$ cat config.mk
export PLATFORM = sky130hd
export DESIGN_NAME = encoder_dual_method_speed_unit_flat
export DESIGN_NICKNAME = d
export VERILOG_FILES = /design/src/sv/eds_pkg.sv /design/src/sv/eds_stream_if.sv /design/src/sv/eds_divider.sv /design/src/sv/eds_multiplier.sv /design/src/sv/encoder_dual_method_speed_unit.sv /design/src/flat_wrapper.sv
export SDC_FILE = /design/constraint.sdc
export NUM_CORES = 2
export LEC_CHECK = 0
export BUFFER_PORTS_ARGS = -buffer_cell sky130_fd_sc_hd__buf_2
export CAP_MARGIN = 20
export CORE_MARGIN = 2
export CORE_UTILIZATION = 55
export CTS_BUF_LIST = sky130_fd_sc_hd__clkbuf_16
export DETAILED_ROUTE_END_ITERATION = 10
export HOLD_SLACK_MARGIN = 0.02
export PLACE_DENSITY = 0.71
export RECOVER_POWER = 100
export SLEW_MARGIN = 20
export SYNTH_ARGS = -nofsm -noshare
export SYNTH_HDL_FRONTEND = slang
export SYNTH_SLANG_ARGS = --single-unit
$ cat constraint.sdc
create_clock -name clock -period 13.03 [get_ports clock]
set_clock_uncertainty 0.1 [all_clocks]
set_input_delay 0.6515 -clock clock [delete_from_list [all_inputs] [get_ports clock]]
set_output_delay 0.6515 -clock clock [all_outputs]
set_load 0.005 [all_outputs]
$ cat src/sv/eds_pkg.sv
`default_nettype none
package eds_pkg;
   localparam int KIND_W = 2;
   localparam int TS_W = 32;
   localparam int RPM_W = 24;
   localparam int CSR_IDX_W = 2;
   localparam int CSR_DATA_W = 24;
   localparam logic [RPM_W-1:0] RPM_MAX = '1;
   localparam logic [33:0] SPEED_NUM = 34'd6000000000;

   localparam logic [KIND_W-1:0] KIND_EDGE = 2'd0;
   localparam logic [KIND_W-1:0] KIND_TICK = 2'd1;

   localparam logic [CSR_IDX_W-1:0] CSR_GEAR = 2'd0;
   localparam logic [CSR_IDX_W-1:0] CSR_PPR = 2'd1;
   localparam logic [CSR_IDX_W-1:0] CSR_CUTOFF = 2'd2;
   localparam logic [CSR_IDX_W-1:0] CSR_ZERO = 2'd3;

   typedef struct packed {
      logic [KIND_W-1:0] kind;
      logic [TS_W-1:0] time_us;
   } req_type;

   typedef struct packed {
      logic [RPM_W-1:0] rpm_x100;
      logic used_count_method;
      logic stopped;
   } rsp_type;
endpackage
`default_nettype wire

$ cat src/sv/eds_stream_if.sv
`default_nettype none
interface eds_stream_if #(parameter type payload_type = logic);
   logic valid;
   logic ready;
   payload_type payload;
   modport source (output valid, output payload, input ready);
   modport sink (input valid, input payload, output ready);
endinterface
`default_nettype wire

$ cat src/sv/eds_divider.sv
`default_nettype none
// Restoring divider, one quotient bit per cycle. Denominator zero gives all ones.
module eds_divider #(
   parameter int NUM_W = 64,
   parameter int DEN_W = 64
) (
   input  wire logic clock,
   input  wire logic reset,
   input  wire logic start,
   input  wire logic [NUM_W-1:0] num,
   input  wire logic [DEN_W-1:0] den,
   output logic done,
   output logic [NUM_W-1:0] quot
);
   localparam int CNT_W = $clog2(NUM_W + 1);
   logic [NUM_W-1:0] q_ff, q_in;
   logic [DEN_W:0] r_ff, r_in;
   logic [DEN_W-1:0] d_ff;
   logic [CNT_W-1:0] cnt_ff;
   logic busy_ff, done_ff;
   logic [DEN_W:0] trial;

   // one restoring step
   always_comb begin
      trial = {r_ff[DEN_W-1:0], q_ff[NUM_W-1]};
      if (trial >= {1'b0, d_ff}) begin
         r_in = trial - {1'b0, d_ff};
         q_in = {q_ff[NUM_W-2:0], 1'b1};
      end else begin
         r_in = trial;
         q_in = {q_ff[NUM_W-2:0], 1'b0};
      end
   end

   always_ff @(posedge clock) begin
      done_ff <= 1'b0;
      if (reset) begin
         busy_ff <= 1'b0;
         cnt_ff <= '0;
      end else if (start) begin
         busy_ff <= 1'b1;
         cnt_ff <= CNT_W'(NUM_W);
         q_ff <= num;
         r_ff <= '0;
         d_ff <= den;
      end else if (busy_ff) begin
         q_ff <= q_in;
         r_ff <= r_in;
         cnt_ff <= cnt_ff - 1'b1;
         if (cnt_ff == CNT_W'(1)) begin
            busy_ff <= 1'b0;
            done_ff <= 1'b1;
         end
      end
   end

   assign done = done_ff;
   assign quot = (d_ff == '0) ? '1 : q_ff;
endmodule
`default_nettype wire

$ cat src/sv/eds_multiplier.sv
`default_nettype none
// Shift-add multiplier, one multiplier bit per cycle.
module eds_multiplier #(
   parameter int A_W = 32,
   parameter int B_W = 32
) (
   input  wire logic clock,
   input  wire logic reset,
   input  wire logic start,
   input  wire logic [A_W-1:0] a,
   input  wire logic [B_W-1:0] b,
   output logic done,
   output logic [A_W+B_W-1:0] prod
);
   localparam int CNT_W = $clog2(B_W + 1);
   logic [A_W+B_W-1:0] acc_ff, mcand_ff;
   logic [B_W-1:0] mplier_ff;
   logic [CNT_W-1:0] cnt_ff;
   logic busy_ff, done_ff;

   always_ff @(posedge clock) begin
      done_ff <= 1'b0;
      if (reset) begin
         busy_ff <= 1'b0;
         cnt_ff <= '0;
      end else if (start) begin
         busy_ff <= 1'b1;
         cnt_ff <= CNT_W'(B_W);
         acc_ff <= '0;
         mcand_ff <= (A_W+B_W)'(a);
         mplier_ff <= b;
      end else if (busy_ff) begin
         if (mplier_ff[0]) acc_ff <= acc_ff + mcand_ff;
         mcand_ff <= mcand_ff << 1;
         mplier_ff <= mplier_ff >> 1;
         cnt_ff <= cnt_ff - 1'b1;
         if (cnt_ff == CNT_W'(1)) begin
            busy_ff <= 1'b0;
            done_ff <= 1'b1;
         end
      end
   end

   assign done = done_ff;
   assign prod = acc_ff;
endmodule
`default_nettype wire

$ cat src/sv/encoder_dual_method_speed_unit.sv
`default_nettype none
// Encoder speed meter, one channel. Each request beat (edge, window tick or query)
// yields one response beat with speed in hundredths of rpm. The arithmetic runs
// on one 64-bit restoring divider and one 32x32 shift-add multiplier, used in
// turn. Every beat does two multiplies and one division for the edge speed and
// one multiply and one division for the count speed. A window tick that closes a
// window with pulses adds the window division and the pulses-per-rev multiply.
// The divider width is fixed at 64 bits, independent of TIME_WIDTH. One beat is
// worked at a time; the next request is taken once the response register is free.
module encoder_dual_method_speed_unit #(
   parameter int TIME_WIDTH = 32,
   parameter int COUNT_WIDTH = 16
) (
   input wire logic clock,
   input wire logic reset,
   eds_stream_if.sink req,
   eds_stream_if.source rsp,
   input wire logic csr_we,
   input wire logic [eds_pkg::CSR_IDX_W-1:0] csr_idx,
   input wire logic [eds_pkg::CSR_DATA_W-1:0] csr_wdata
);
   import eds_pkg::*;

   typedef enum logic [3:0] {
      S_IDLE, S_WDIV, S_TPRMUL, S_CNTMUL, S_CNTDIV, S_EMUL1, S_EMUL2, S_EDIV, S_OUT
   } state_type;

   localparam int DW = 64;
   localparam logic [TS_W-1:0] TPR_STOP = '1;
   localparam logic [COUNT_WIDTH-1:0] CNT_MAX = '1;

   state_type state_ff;
   logic [9:0] gear_ff;
   logic [7:0] ppr_ff;
   logic [RPM_W-1:0] cutoff_ff, zero_ff;
   logic [TIME_WIDTH-1:0] last_ff, prior_ff, wstart_ff, now_ff;
   logic [COUNT_WIDTH-1:0] pcnt_ff;
   logic [TS_W-1:0] tpr_ff;
   logic [RPM_W-1:0] cspeed_ff;
   logic use_cnt_ff;
   logic rsp_valid_ff;
   rsp_type rsp_ff;

   logic div_start, div_done, mul_start, mul_done;
   logic [DW-1:0] div_num, div_den, div_q;
   logic [31:0] mul_a, mul_b;
   logic [63:0] mul_p;
   logic [63:0] mul_hold_ff;
   logic [RPM_W-1:0] sat_q, espeed, chosen;
   logic [TIME_WIDTH-1:0] period;
   logic [TIME_WIDTH-1:0] window;
   req_type rq;
   logic go_ff;

   assign rq = req.payload;
   assign req.ready = (state_ff == S_IDLE) && !rsp_valid_ff;
   assign rsp.valid = rsp_valid_ff;
   assign rsp.payload = rsp_ff;
   assign sat_q = (div_q > DW'(RPM_MAX)) ? RPM_MAX : div_q[RPM_W-1:0];
   assign period = last_ff - prior_ff;
   assign window = now_ff - wstart_ff;
   assign espeed = sat_q;
   assign chosen = use_cnt_ff ? cspeed_ff : espeed;

   eds_divider #(.NUM_W(DW), .DEN_W(DW)) u_div (
      .clock, .reset, .start(div_start), .num(div_num), .den(div_den),
      .done(div_done), .quot(div_q));
   eds_multiplier #(.A_W(32), .B_W(32)) u_mul (
      .clock, .reset, .start(mul_start), .a(mul_a), .b(mul_b),
      .done(mul_done), .prod(mul_p));

   // operand steering for the shared units
   always_comb begin
      div_num = DW'(SPEED_NUM);
      div_den = mul_hold_ff;
      mul_a = 32'(gear_ff);
      mul_b = tpr_ff;
      case (state_ff)
         S_WDIV: begin
            div_num = DW'(window);
            div_den = DW'(pcnt_ff);
         end
         S_TPRMUL: mul_a = 32'(ppr_ff);
         S_EMUL1: mul_b = 32'(ppr_ff);
         S_EMUL2: begin
            mul_a = mul_hold_ff[31:0];
            mul_b = 32'(period);
         end
         default: ;
      endcase
   end

   // sequencer
   always_ff @(posedge clock) begin
      go_ff <= 1'b0;
      if (reset) begin
         state_ff <= S_IDLE;
         rsp_valid_ff <= 1'b0;
         gear_ff <= 10'd80;
         ppr_ff <= 8'd2;
         cutoff_ff <= RPM_W'(1000);
         zero_ff <= RPM_W'(50);
         last_ff <= '0;
         prior_ff <= '0;
         pcnt_ff <= '0;
         wstart_ff <= '0;
         tpr_ff <= TPR_STOP;
      end else begin
         if (rsp_valid_ff && rsp.ready) rsp_valid_ff <= 1'b0;
         if (csr_we) begin
            case (csr_idx)
               CSR_GEAR: gear_ff <= csr_wdata[9:0];
               CSR_PPR: ppr_ff <= csr_wdata[7:0];
               CSR_CUTOFF: cutoff_ff <= csr_wdata;
               CSR_ZERO: zero_ff <= csr_wdata;
               default: ;
            endcase
         end
         case (state_ff)
            S_IDLE: if (req.valid && req.ready) begin
               now_ff <= rq.time_us[TIME_WIDTH-1:0];
               go_ff <= 1'b1;
               if (rq.kind == KIND_EDGE) begin
                  prior_ff <= last_ff;
                  last_ff <= rq.time_us[TIME_WIDTH-1:0];
                  if (pcnt_ff != CNT_MAX) pcnt_ff <= pcnt_ff + 1'b1;
                  state_ff <= S_CNTMUL;
               end else if (rq.kind == KIND_TICK && pcnt_ff != '0) begin
                  state_ff <= S_WDIV;
               end else begin
                  if (rq.kind == KIND_TICK) tpr_ff <= TPR_STOP;
                  state_ff <= S_CNTMUL;
               end
            end
            S_WDIV: if (div_done) begin
               tpr_ff <= div_q[31:0];
               go_ff <= 1'b1;
               state_ff <= S_TPRMUL;
            end
            S_TPRMUL: if (mul_done) begin
               tpr_ff <= (mul_p[63:32] != '0) ? TPR_STOP : mul_p[31:0];
               pcnt_ff <= '0;
               wstart_ff <= now_ff;
               go_ff <= 1'b1;
               state_ff <= S_CNTMUL;
            end
            S_CNTMUL: if (mul_done) begin
               mul_hold_ff <= mul_p;
               go_ff <= 1'b1;
               state_ff <= S_CNTDIV;
            end
            S_CNTDIV: if (div_done) begin
               cspeed_ff <= sat_q;
               use_cnt_ff <= sat_q < cutoff_ff;
               go_ff <= 1'b1;
               state_ff <= S_EMUL1;
            end
            S_EMUL1: if (mul_done) begin
               mul_hold_ff <= mul_p;
               go_ff <= 1'b1;
               state_ff <= S_EMUL2;
            end
            S_EMUL2: if (mul_done) begin
               mul_hold_ff <= mul_p;
               go_ff <= 1'b1;
               state_ff <= S_EDIV;
            end
            S_EDIV: if (div_done) state_ff <= S_OUT;
            S_OUT: begin
               rsp_ff.used_count_method <= use_cnt_ff;
               rsp_ff.stopped <= chosen < zero_ff;
               rsp_ff.rpm_x100 <= (chosen < zero_ff) ? '0 : chosen;
               rsp_valid_ff <= 1'b1;
               state_ff <= S_IDLE;
            end
            default: state_ff <= S_IDLE;
         endcase
      end
   end

   // launch the unit owned by the new state as that state is entered
   assign div_start = go_ff && (state_ff == S_WDIV || state_ff == S_CNTDIV
                                || state_ff == S_EDIV);
   assign mul_start = go_ff && (state_ff == S_TPRMUL || state_ff == S_CNTMUL
                                || state_ff == S_EMUL1 || state_ff == S_EMUL2);
endmodule
`default_nettype wire

$ cat src/flat_wrapper.sv
// flat-port wrapper written by rule: the top's interface ports become plain ports
module encoder_dual_method_speed_unit_flat import eds_pkg::*;
#(
   parameter int TIME_WIDTH = 32,
   parameter int COUNT_WIDTH = 16
)
  (clock, reset, csr_we, csr_idx, csr_wdata, req_valid, req_payload, req_ready, rsp_valid, rsp_payload, rsp_ready);
  eds_stream_if #(.payload_type(req_type)) req_i ();
  eds_stream_if #(.payload_type(rsp_type)) rsp_i ();
  input wire logic clock;
  input wire logic reset;
  input wire logic csr_we;
  input wire logic [eds_pkg::CSR_IDX_W-1:0] csr_idx;
  input wire logic [eds_pkg::CSR_DATA_W-1:0] csr_wdata;
  input wire logic [$bits(req_i.valid)-1:0] req_valid;
  input wire logic [$bits(req_i.payload)-1:0] req_payload;
  output wire logic [$bits(req_i.ready)-1:0] req_ready;
  output wire logic [$bits(rsp_i.valid)-1:0] rsp_valid;
  output wire logic [$bits(rsp_i.payload)-1:0] rsp_payload;
  input wire logic [$bits(rsp_i.ready)-1:0] rsp_ready;
  assign req_i.valid = req_valid;
  assign req_i.payload = req_payload;
  assign req_ready = req_i.ready;
  assign rsp_valid = rsp_i.valid;
  assign rsp_payload = rsp_i.payload;
  assign rsp_i.ready = rsp_ready;
  encoder_dual_method_speed_unit #(.TIME_WIDTH(TIME_WIDTH), .COUNT_WIDTH(COUNT_WIDTH)) u_core (.clock(clock), .reset(reset), .req(req_i), .rsp(rsp_i), .csr_we(csr_we), .csr_idx(csr_idx), .csr_wdata(csr_wdata));
endmodule
Yosys cells after proc, flatten, opt, wreduce, memory -nomap -nowiden
Cells that the tools add are included.
{ "totals": {"inputBits": 65, "memories": 0, "output_inout_bits": 28, "mem_bits_ro": 0, "regBits": 732, "latchBits": 0, "ramBits": 0, "word_cells": 185} }
{ "classes": {"reduce_logical": 48, "n_shift": 0, "div": 0, "bitwise": 3, "mux": 60, "magnitude_cmp": 4, "n_mul": 0, "n_addsub": 7, "eq_ne": 28} }
{ "ops": {"columns": ["operator", "count"], "rows": [
  ["64-bit 2-to-1 mux", 8],
  ["32-bit 2-to-1 mux", 10],
  ["32-bit case mux with 2 select lines", 2],
  ["32-bit case mux with 3 select lines", 1],
  ["16-bit 2-to-1 mux", 5],
  ["65-bit by 64-bit greater-or-equal comparator with 1-bit output", 1],
  ["64-bit adder", 1],
  ["64-bit by 24-bit > comparator with 1-bit output, second input constant", 1],
  ["64-bit zero test", 1],
  ["32-bit subtractor", 2],
  ["64-bit subtractor", 1],
  ["24-bit less-than comparator", 2],
  ["24-bit 2-to-1 mux", 2],
  ["4-bit 2-to-1 mux", 9],
  ["33-bit 2-to-1 mux", 1],
  ["16-bit case mux with 2 select lines", 1],
  ["4-bit case mux with 8 select lines", 1],
  ["32-bit nonzero test", 1],
  ["2-bit != test, second input constant", 13],
  ["2-bit AND reduction", 9],
  ["16-bit by 1-bit adder with 16-bit output, second input constant", 1],
  ["4-bit by 3-bit == test with 1-bit output, second input constant", 4],
  ["16-bit != test, second input constant", 1],
  ["16-bit nonzero test", 1],
  ["29 further kinds", 71]
]} }

Depth between registers and ports, before layout
{ "depth": {"ltp_word": 7, "mapped_depth": 20, "ltp_nobuf": 17} }

Hierarchy
From an unflattened synthesis, not the netlist that was laid out.
{ "hier_totals": {"cells_unflattened": 4387, "hier_area_um2": 42228.0} }
{ "by_module_without_submodules": {"columns": ["module", "n_inst", "cells_each", "area_each_um2", "seq_area_each_um2"], "rows": [
  ["encoder_dual_method_speed_unit", 1, 2212, 19394.9, 8738.4],
  ["eds_divider", 1, 1229, 12488.2, 5945.7],
  ["eds_multiplier", 1, 946, 10344.9, 4964.8]
]} }

Worst setup path before layout
No wires, ideal clock.
{ "synth_timing": {"path_kind": "reg2reg", "start": "register u_core.state_ff[2]", "end": "register u_core.u_mul.acc_ff[0] (netlist: u_core.u_mul.prod[0]), enable pin", "setup_slack_ns": 5.369, "required_time_ns": 12.504, "period_less_slack_ns": 7.661, "t_arrival_ns": 7.135, "path_buffers": 2, "stages_incl_launch_ff": 9, "setup_ns": 0.426, "path_cell_list": "dfxtp_1 clkbuf_1 nand2_1 xnor2_1 nor2_1 clkbuf_1 nor2_1 nor2_1 o21a_1"} }
{ "synth_via": {"elab_chain_cells": 7, "word_cells_on_any_way": 11, "cone_classes": "4 x eq/ne; 7 x reduce/logical"} }
{ "synth_lines": {"columns": ["element", "line", "rtl"], "rows": [
  ["start: declaration", "encoder_dual_method_speed_unit.sv:32", "state_type state_ff;"],
  ["start signal: assignment", "encoder_dual_method_speed_unit.sv:97", "state_ff <= S_IDLE;"],
  ["start signal: assignment", "encoder_dual_method_speed_unit.sv:127", "state_ff <= S_CNTMUL;"],
  ["start signal: assignment", "encoder_dual_method_speed_unit.sv:129", "state_ff <= S_WDIV;"],
  ["4-bit by 2-bit == test with 1-bit output", "encoder_dual_method_speed_unit.sv:184", "assign mul_start = go_ff && (state_ff == S_TPRMUL || state_ff == S_CNTMUL"],
  ["1-bit logical OR", "encoder_dual_method_speed_unit.sv:184", null],
  ["1-bit logical OR", "encoder_dual_method_speed_unit.sv:185", "|| state_ff == S_EMUL1 || state_ff == S_EMUL2);"],
  ["1-bit logical OR *", "encoder_dual_method_speed_unit.sv:185", null],
  ["1-bit logical AND *", "encoder_dual_method_speed_unit.sv:184", null],
  ["2-bit nonzero test (no source line)", null, null],
  ["3-bit AND reduction (no source line) *", null, null],
  ["end signal: assignment", "eds_multiplier.sv:33", "if (mplier_ff[0]) acc_ff <= acc_ff + mcand_ff;"],
  ["end: declaration", "eds_multiplier.sv:16", "logic [A_W+B_W-1:0] acc_ff, mcand_ff;"]
]} }
Every way passes the cells marked *; elsewhere a longest branch is shown, timed or not.
A chain may end at the register's enable or synchronous reset.

Final worst setup path
{ "layout_timing": {"start": "register u_core.u_div.r_ff[3]", "end": "register u_core.u_div.r_ff[47], data pin"} }
{ "layout_via": {"elab_chain_cells": 3, "word_cells_on_any_way": 4, "cone_classes": "1 x add/sub; 1 x order compare; 2 x mux"} }
{ "layout_lines": {"columns": ["element", "line", "rtl"], "rows": [
  ["start: declaration", "eds_divider.sv:17", "logic [DEN_W:0] r_ff, r_in;"],
  ["start signal: assignment", "eds_divider.sv:48", "r_ff <= r_in;"],
  ["64-bit subtractor / 65-bit by 64-bit greater-or-equal comparator with 1-bit output (equally long branches)", "eds_divider.sv:27, eds_divider.sv:26", null],
  ["64-bit 2-to-1 mux *", "eds_divider.sv:26", "if (trial >= {1'b0, d_ff}) begin"],
  ["64-bit 2-to-1 mux *", "eds_divider.sv:46", "end else if (busy_ff) begin"]
]} }
Every way passes the cells marked *; elsewhere a longest branch is shown, timed or not. The select of a mux whose other input is x is not followed.

==> results.json <==
{
  "r2r_start": "u_core.u_div.r_ff[3]",
  "antenna_found_initial": 11,
  "violations": "max-capacitance violations, max-slew violations",
  "antenna_left": 0,
  "area_delta_synth_final_pct": 9.05,
  "drtIter0Drc": 3227,
  "tns_ps": 0,
  "synth_area_leader_cell": "edfxtp_1",
  "dieArea_sq_um": 76300,
  "ir_drop_v": 0.000105,
  "fin_crit_sh_pct": 61.0,
  "critPathCaptureType": "flip-flop",
  "crit_buf_inv": 1,
  "power.internal_mw": 4.57,
  "timing.hold.ws_ps": 86.1,
  "syn_inst": 4307,
  "slew_viol_final": 1288,
  "die_x_um": 276,
  "ys_seq_elements": 732,
  "avgSynthCellArea_sq_um": 9.46,
  "pwr-share-seq_pct": 43.3,
  "r2r_setup_slack_ps": 5080,
  "clockPowerShare_pct": 36.9,
  "dieHeight_um": 276,
  "seq_area_frac_synth_pct": 48.2,
  "ctsResizeCount": 0,
  "hold_viol_final": 0,
  "grt_max_degree": 82,
  "grt_pass1_wl_um": 166000,
  "cpPeakStageDelay_ps": 2190,
  "async_flop_share_pct": 0,
  "setup_viol_count_final": 0,
  "min_path_type": "input pin to flip-flop",
  "clkLatencyLatePin_ps": 650,
  "gp_congestion": 0.930,
  "routedWlPerCell_um": 20.0,
  "pwr-share-comb_pct": 19.9,
  "ys_top_cells_by_area": "edfxtp_1 37%, dfxtp_1 11%, ha_1 7.4%, nand2_1 6.0%, a21oi_1 4.8%",
  "fmax_mhz": 126,
  "holdPathEnd": "u_core.now_ff[11]",
  "critPathSlowestCell": "o31ai_1",
  "core-area_sq_um": 73200,
  "cp_top_family": "compound AO/OA/AOI/OAI gates",
  "power_density_nw_per_um2": 145,
  "syn_nets": 4617,
  "multi_input_area_sq_um": 19400,
  "num_rows": 99,
  "slew_headroom_pct": -193,
  "cts_sinks": 732,
  "ys_warn_count": 0,
  "io_buffers": 92,
  "synth_top_flop_cell": "edfxtp_1",
  "cts-buffers-inserted": 81,
  "p_leak_nw": 16.5,
  "regArea_sq_um": 19600,
  "tightest_slew_ps": 4400,
  "post-cts-setup-buffers": 0,
  "rsz0062_at_grt": "no",
  "fillers": 6220,
  "dpl_cell_area_sq_um": 41900,
  "ctsRootBufferMaster": "clkbuf_16",
  "status": "finished with violations",
  "synth-edff-count": 499,
  "grt_usage_pct": 27.1,
  "clk_pin_slew_ps": 60,
  "placedCellCount": 5166,
  "cts_tree": "built",
  "start_kind": "flip-flop",
  "stdcell_count": 5323,
  "ff2ff_path_depth": 12,
  "wl_um": 106000,
  "final_nets": 4602,
  "pin_count": 93,
  "holdPathStages": 1,
  "synth_area_sq_um": 40700,
  "worst_ep_required_time_ps": 13410,
  "grt_pass1_vias": 29618,
  "cts-hold-fix-buffers": 0,
  "worstPathCellList": "ha_1 -> nand4_1 -> a21oi_1 -> o21ai_0 -> a21oi_2 -> nor3_1 -> a2111oi_0 -> o21ai_0 -> o31ai_1 -> clkbuf_1 -> o2111ai_1 -> a21oi_1",
  "power_mw": 6.46,
  "arrival_ps": 8330,
  "drt-pass1-iter-count": 6,
  "clock_path_buffers": 3,
  "finish.instance_area_sq_um": 44400,
  "h-tree-depth": 3,
  "p_sw_mw": 1.89,
  "start_util_pct": 55.7,
  "r2r-end": "u_core.u_div.r_ff[47]",
  "vias": 31956,
  "viasPerCell": 6.00,
  "dp_slack_ps": 7200,
  "hpwl_um": 74700,
  "final.setup.worst_slack_ps": 5080,
  "min_from": "req_payload[11]",
  "synth_top_area_share_pct": 36.8,
  "finish.utilization_pct": 60.7,
  "cp_max_fo": 55,
  "synthDistinctLibCells": 88,
  "fin_crit_ps": 7950,
  "drv_cap": 25,
  "drc_errors": 0,
  "netSwitchingFraction_pct": 29.2,
  "critPathKind": "flip-flop to flip-flop",
  "drive_gt1_share_pct": 6.01,
  "grt_overflow": 0
}
==> kinds of logic after synthesis <==
group / share of synthesized area [%]
AO/OA/AOI/OAI: 17.1
XOR/XNOR: 3.85
adder cells (fa/ha/maj): 7.60
buffers and inverters: 4.29
flip-flops: 48.2
multiplexers: 1.35
AND/OR/NAND/NOR: 17.6
==> cells in the mapped netlist, types with 33 or more instances <==
master,count
o21a_1,35
nor3_1,63
clkbuf_1,193
a31oi_1,74
edfxtp_1,499
a211o_1,54
dfxtp_1,233
o21ai_0,212
and2_1,150
nand2_1,649
xnor2_1,115
ha_1,241
a21oi_1,390
nand3_1,99
inv_1,232
nand4_1,46
nor2_1,280
a21o_1,133
or2_2,33
nor4_1,48
a211oi_1,47
xor2_1,64
and3_1,37
==> registers in the layout, summed over array words and instances, names as in the netlist, 26 cells and up <==
register,count
u_core.last_ff,32
u_core.u_mul.mplier_ff,32
u_core.u_mul.prod,64
u_core.prior_ff,32
u_core.u_mul.mcand_ff,64
u_core.rsp.payload,26
u_core.u_div.q_ff,64
u_core.u_div.r_ff,64
u_core.u_div.d_ff,64
u_core.mul_hold_ff,64
u_core.tpr_ff,32
u_core.wstart_ff,32
u_core.now_ff,32
==> power groups by stage <==
stage	clock (mW)	combinational, mW	sequential (mW)
CTS	2.41	1.27	2.78
floorplan	0	0.964	2.79
global route	2.50	1.42	2.81
global placement	0	1.25	2.83
detailed placement	0	1.26	2.83
finish	2.38	1.28	2.79
==> per-layer routing <==
layer  GRT usage [%]  share of wire (%)  vias up
li1                -                  -    15392
met1            40.9                 47    15298
met2            40.9                 43     1099
met3            3.59                7.5      161
met4            7.73                2.5        6
met5               0              0.039        -
==> final cells by class <==
type	count	area share, %
Clock buffer	86	4.84
Inverter	232	1.96
Sequential cell	732	44.2
Clock inverter	63	1.35
Timing Repair Buffer	127	1.33
Multi-Input combinational cell	3118	43.6
Tap cell	959	2.70
Antenna cell	6	0.0338
==> worst register-to-register path, cell delays in order, from the launching register on <==
cell and delay [ps]:
edfxtp_1 400, ha_1 390, nand4_1 260, a21oi_1 280, o21ai_0 210, a21oi_2 170
nor3_1 150, a2111oi_0 740, o21ai_0 380, o31ai_1 2190, clkbuf_1 1870, o2111ai_1 380
a21oi_1 260
==> worst max-delay path by stage <==
stage | to | start | cells past startpoint
after floorplan | u_core.u_mul.prod[0] | u_core.state_ff[2] | 8
after global placement | u_core.rsp.payload[11] | u_core.u_div.q_ff[27] | 17
after detailed placement | u_core.rsp.payload[5] | u_core.u_div.q_ff[27] | 17
after CTS | u_core.rsp.payload[5] | u_core.u_div.q_ff[27] | 17
after global routing | u_core.u_div.r_ff[47] | u_core.u_div.r_ff[3] | 12
final | u_core.u_div.r_ff[47] | u_core.u_div.r_ff[3] | 12
==> layout by cell type, fill, tap and decap left out, types with 29 or more instances in the layout <==
master / n
nand2_1: 650
edfxtp_1: 499
a21oi_1: 390
nor2_1: 277
inv_1: 250
ha_1: 241
dfxtp_1: 233
o21ai_0: 216
a21o_1: 133
xnor2_1: 115
nand3_1: 98
and2_0: 90
clkbuf_16: 86
a31oi_1: 74
clkbuf_1: 67
xor2_1: 64
nor3_1: 63
and2_1: 60
a211o_1: 54
nor4_1: 47
a211oi_1: 47
buf_2: 47
nand4_1: 46
and3_1: 36
o21a_1: 34
or2_2: 32
nor2b_1: 30
nand2b_1: 30
o21bai_1: 29
No activity file was read; power rests on OpenSTA's default activity.
